### src/clsc_pkg.sv
// Shared constants and types of the coherent line store controller.
package clsc_pkg;

  // Store geometry (the address width follows from the line count)
  localparam int NumLines  = 256;
  localparam int AddrWidth = $clog2(NumLines);
  localparam int DataWidth = 32;

  // Request codes
  localparam logic [2:0] REQ_CPU_READ   = 3'd0;
  localparam logic [2:0] REQ_CPU_WRITE  = 3'd1;
  localparam logic [2:0] REQ_MEM_DONE   = 3'd2;
  localparam logic [2:0] REQ_SNOOP_INV  = 3'd3;
  localparam logic [2:0] REQ_SNOOP_SHR  = 3'd4;

  // Coherence marks
  localparam logic [1:0] MARK_INVALID = 2'd0;
  localparam logic [1:0] MARK_SHARED  = 2'd1;
  localparam logic [1:0] MARK_PRIVATE = 2'd2;

  // Controller to datapath commands
  typedef struct packed {
    logic load;    // capture the incoming transaction
    logic lookup;  // read the line mark and word
    logic commit;  // apply the update and load the output register
  } clsc_cmd_t;

  // Datapath to controller status
  typedef struct packed {
    logic out_full;  // output register holds an untaken result
  } clsc_status_t;

endpackage

### src/clsc_ctrl.sv
// Control state machine: accept, lookup, update.
module clsc_ctrl
  import clsc_pkg::*;
(
  input  logic         clk,
  input  logic         rst,
  input  logic         in_valid,
  output logic         in_ready,
  input  logic         out_ready,
  input  clsc_status_t status,
  output clsc_cmd_t    cmd
);

  typedef enum logic [2:0] {
    S_IDLE   = 3'b001,
    S_LOOKUP = 3'b010,
    S_UPDATE = 3'b100
  } state_t;

  state_t state;
  state_t state_next;
  logic   out_free;

  // Output register can take a result this cycle
  assign out_free = !status.out_full || out_ready;

  assign in_ready   = (state == S_IDLE);
  assign cmd.load   = in_valid && in_ready;
  assign cmd.lookup = (state == S_LOOKUP);
  assign cmd.commit = (state == S_UPDATE) && out_free;

  // Next state
  always_comb begin
    state_next = state;
    unique case (state)
      S_IDLE: begin
        if (in_valid) state_next = S_LOOKUP;
      end
      S_LOOKUP: begin
        state_next = S_UPDATE;
      end
      S_UPDATE: begin
        if (out_free) state_next = S_IDLE;
      end
      default: begin
        state_next = S_IDLE;
      end
    endcase
  end

  always_ff @(posedge clk) begin
    if (rst) begin
      state <= S_IDLE;
    end else begin
      state <= state_next;
    end
  end

endmodule

### config.mk
export PLATFORM = sky130hd
export DESIGN_NAME = clsc_ctrl
export DESIGN_NICKNAME = d
export VERILOG_FILES = /design/src/clsc_pkg.sv /design/src/clsc_ctrl.sv
export SDC_FILE = /design/constraint.sdc
export NUM_CORES = 1
export LEC_CHECK = 0
export BUFFER_PORTS_ARGS = -buffer_cell sky130_fd_sc_hd__clkbuf_2
export CAP_MARGIN = 10
export CORE_AREA = 2 2 39 41
export DETAILED_ROUTE_END_ITERATION = 8
export DIE_AREA = 0 0 41 43
export HOLD_SLACK_MARGIN = 0.03
export SYNTH_ARGS = -nofsm -noshare
export SYNTH_HDL_FRONTEND = slang
export SYNTH_SLANG_ARGS = --single-unit
export TNS_END_PERCENT = 20
### constraint.sdc
create_clock -name clk -period 3.15 [get_ports clk]
set_clock_uncertainty 0.2 [all_clocks]
set_input_delay 0.4725 -clock clk [delete_from_list [all_inputs] [get_ports clk]]
set_output_delay 0.4725 -clock clk [all_outputs]
set_load 0.05 [all_outputs]
==> results by group <==
Finish
  • # nets final: 34
  • Diodes inserted: 0
  • Biggest regs: state x3
  • Max reg flops: 3
  • Top reg by flops: state
  • Share of cells above drive strength 1: 46.43%
  • Fillcell total: 168
  • Layout area overhead: 48.84%
  • Post-route cell area: 240.2 sq um

Routing
  • DR vias: 158
  • Final wirelength: 316 um
  • DR iter-0 viols: 2
  • Remaining DRCs: 0
  • Avg Vias per Cell: 3.591
  • WL/cell: 7.182 um
  • Post-DRT Antenna Nets: 0
  • Pre-antenna DRT Iters: 2

GRT
  • Number of global-route vias before repair: 163
  • Gr usage total: 5.015%
  • Global-route wire length before repair: 510 um
  • Gr ovfl total: 0
  • Initial antenna violation count: 0
  • Pin count of the biggest net entering global routing: 6

STA
  • Final setup TNS: 0 ps
  • Max Clk Rate: 510.9 MHz
  • Setup violations, final: 0
  • Period utilization: 62.14%
  • Final Hold Fails: 0
  • Tightest Pin Transition: 254.1 ps
  • Fin crit period: 1958 ps
  • Max-slew violation count: 0
  • RSZ-0062 raised after global routing: false
  • Worst relative slew slack: 82.82%

Clocking
  • CTS H-tree lvls: 1
  • CTS tree: done
  • Hold-fix buffers at CTS: 0
  • Max clock buf depth: 2
  • CTS root buffer: clkbuf_4
  • Post-CTS Setup Inserts: 0
  • Clk sinks: 3
  • Worst-skew pair later-pin latency: 230 ps
  • Total CTS buffers: 3
  • CTS clk-pin slew, worst paths: 30 ps
  • CTS resizes: 0

Placement
  • Port bufs: 8
  • Global placement routability congestion: 0.5706
  • Dpl cell area: 214.0 sq um
  • Placed wire-length estimate: 264.9 um

Worst setup path
  • Crit Path Category: reg -> out
  • CP Cell Sequence: nor3b_2, nand2_1, inv_1, clkbuf_2
  • FF-to-FF End: state[0]
  • CP bufs+invs: 2
  • CP top delay family: flip-flops
  • Reg2reg setup slack: 1960 ps
  • CP arrival: 1290 ps
  • CP endpoint kind: primary output
  • Worst-case reg-to-reg path depth: 3
  • Worst path slowest cell: dfxtp_1
  • Critical path fanouts, max: 5
  • CP startpoint kind: flip-flop
  • Slowest stage delay, CP: 380 ps
  • R2r startpoint: state[0]
  • Critical Path RT: 2480 ps

Die
  • Die area: 0.001763 sq mm
  • Total core area: 0.001384 sq mm
  • Row count: 14
  • Die W: 41 um
  • Initial Utilization: 11.66%
  • Die Y: 43 um
  • Ports: 9

Power
  • PD cells: 555.7 mW/mm^2
  • Worst VDD drop: 89.01 uV
  • Leakage power: 0.1043 nW
  • Overall Power: 0.0001335 W

Synth
  • Register area share after synthesis: 37.21%
  • Distinct cell type count after synthesis: 14
  • Synthesized instance count: 17
  • Seq cells post-synth: 3
  • Yosys warns: 0
  • Net Count, Synth: 22
  • Mapped Area: 161.4 sq um
  • Syn_area_per_cell: 9.494 sq um

Hold path
  • Hold path cells: 2
  • Worst Hold Endpoint: state[1]
  • Hold WC Path Type: in -> reg
  • Min-delay src: rst

Job
  • Max cap viols: 0

Status
  • Status: finished clean
where the power goes:
group	switching (W)	total [W]	internal, W	leakage [nW]
logic	0.0000169	0.0000253	0.00000838	0.0647
clock network	0.0000180	0.0000654	0.0000473	0.0150
registers	0.00000255	0.0000428	0.0000403	0.0246
total	0.0000375	0.000134	0.0000960	0.104
cell families (layout without fill, tap and decap cells):
kind of cell    after synthesis  in the layout  synth area share, %
flops                         3              3                37.21
buf+inv                       2             13                6.976
mux                           1              1                6.202
simple gates                  9              9                41.86
compound gates                2              2                7.751
routing by layer:
| layer | vias up | share of wire (%) | global-route usage (%) |
|---|---|---|---|
| li1 | 81 | - | - |
| met1 | 72 | 31 | 2.885 |
| met2 | 3 | 59 | 7.187 |
| met3 | 2 | 7.6 | 3.141 |
| met4 | 0 | 1.9 | 8.000 |
| met5 | - | 0 | 0 |
worst reg2reg max path, delay by kind of cell, from the launching register on:
kind,cells,cell delay (ps)
simple gates,1,250
compound gates,2,250
flops,1,380
cell usage after synthesis:
| cell | number | area, sq um |
|---|---|---|
| nor4b_1 | 1 | 8.760 |
| inv_1 | 1 | 3.750 |
| nor2b_1 | 1 | 6.260 |
| a21oi_1 | 1 | 5.000 |
| a21o_1 | 1 | 7.510 |
| dfxtp_1 | 3 | 60.06 |
| nand3b_1 | 1 | 7.510 |
| nor2_1 | 1 | 3.750 |
| nor3_1 | 1 | 5.000 |
| nor3b_1 | 1 | 7.510 |
| nand2_1 | 1 | 3.750 |
| buf_4 | 1 | 7.510 |
| mux2i_1 | 1 | 10.01 |
| nor3b_2 | 2 | 25.02 |
metrics by stage:
step / hold WS, ps / instances / worst slack, ps / util [%]
after floorplan: 267.4 / 17 / 280.1 / -
after CTS: 234.7 / 44 / 1165 / 17.36
after detailed placement: 307.2 / 40 / 1221 / 15.46
after global routing: 260.8 / 44 / 1081 / 17.36
after global placement: 304.0 / 40 / 1241 / 15.46
final: 236.9 / 44 / 1192 / 17.36
area by class of cell:
cell class | count | area [sq um] | share of cell area (%)
multi-input cells | 12 | 90.09 | 37.50
inverters | 1 | 3.754 | 1.563
clock buffers | 4 | 26.28 | 10.94
well taps | 16 | 20.02 | 8.333
flip-flops and latches | 3 | 60.06 | 25.00
repair buffers | 8 | 40.04 | 16.67
worst max-delay path by stage:
| stage | to | start | slack (ps) | cells after the start |
|---|---|---|---|---|
| 2_1_floorplan | cmd[0] | status | 280 | 2 |
| 3_5_place_dp | cmd[0] | status | 1220 | 4 |
| 4_1_cts | cmd[2] | state[0] | 1160 | 4 |
| 5_1_grt | cmd[2] | state[0] | 1080 | 4 |
| 6_report | cmd[2] | state[0] | 1190 | 4 |
| 3_3_place_gp | cmd[0] | status | 1240 | 4 |
layout by cell type (no fill, tap or decap):
cell      Yosys  final
clkbuf_1      0      1
nor3b_2       2      2
nor3b_1       1      1
mux2i_1       1      1
nand3b_1      1      1
a21o_1        1      1
nor4b_1       1      1
nor2b_1       1      1
clkbuf_2      0      8
nand2_1       1      1
nor2_1        1      1
a21oi_1       1      1
inv_1         1      1
clkbuf_4      0      3
dfxtp_1       3      3
nor3_1        1      1
Power figures use the tool's default switching activity.
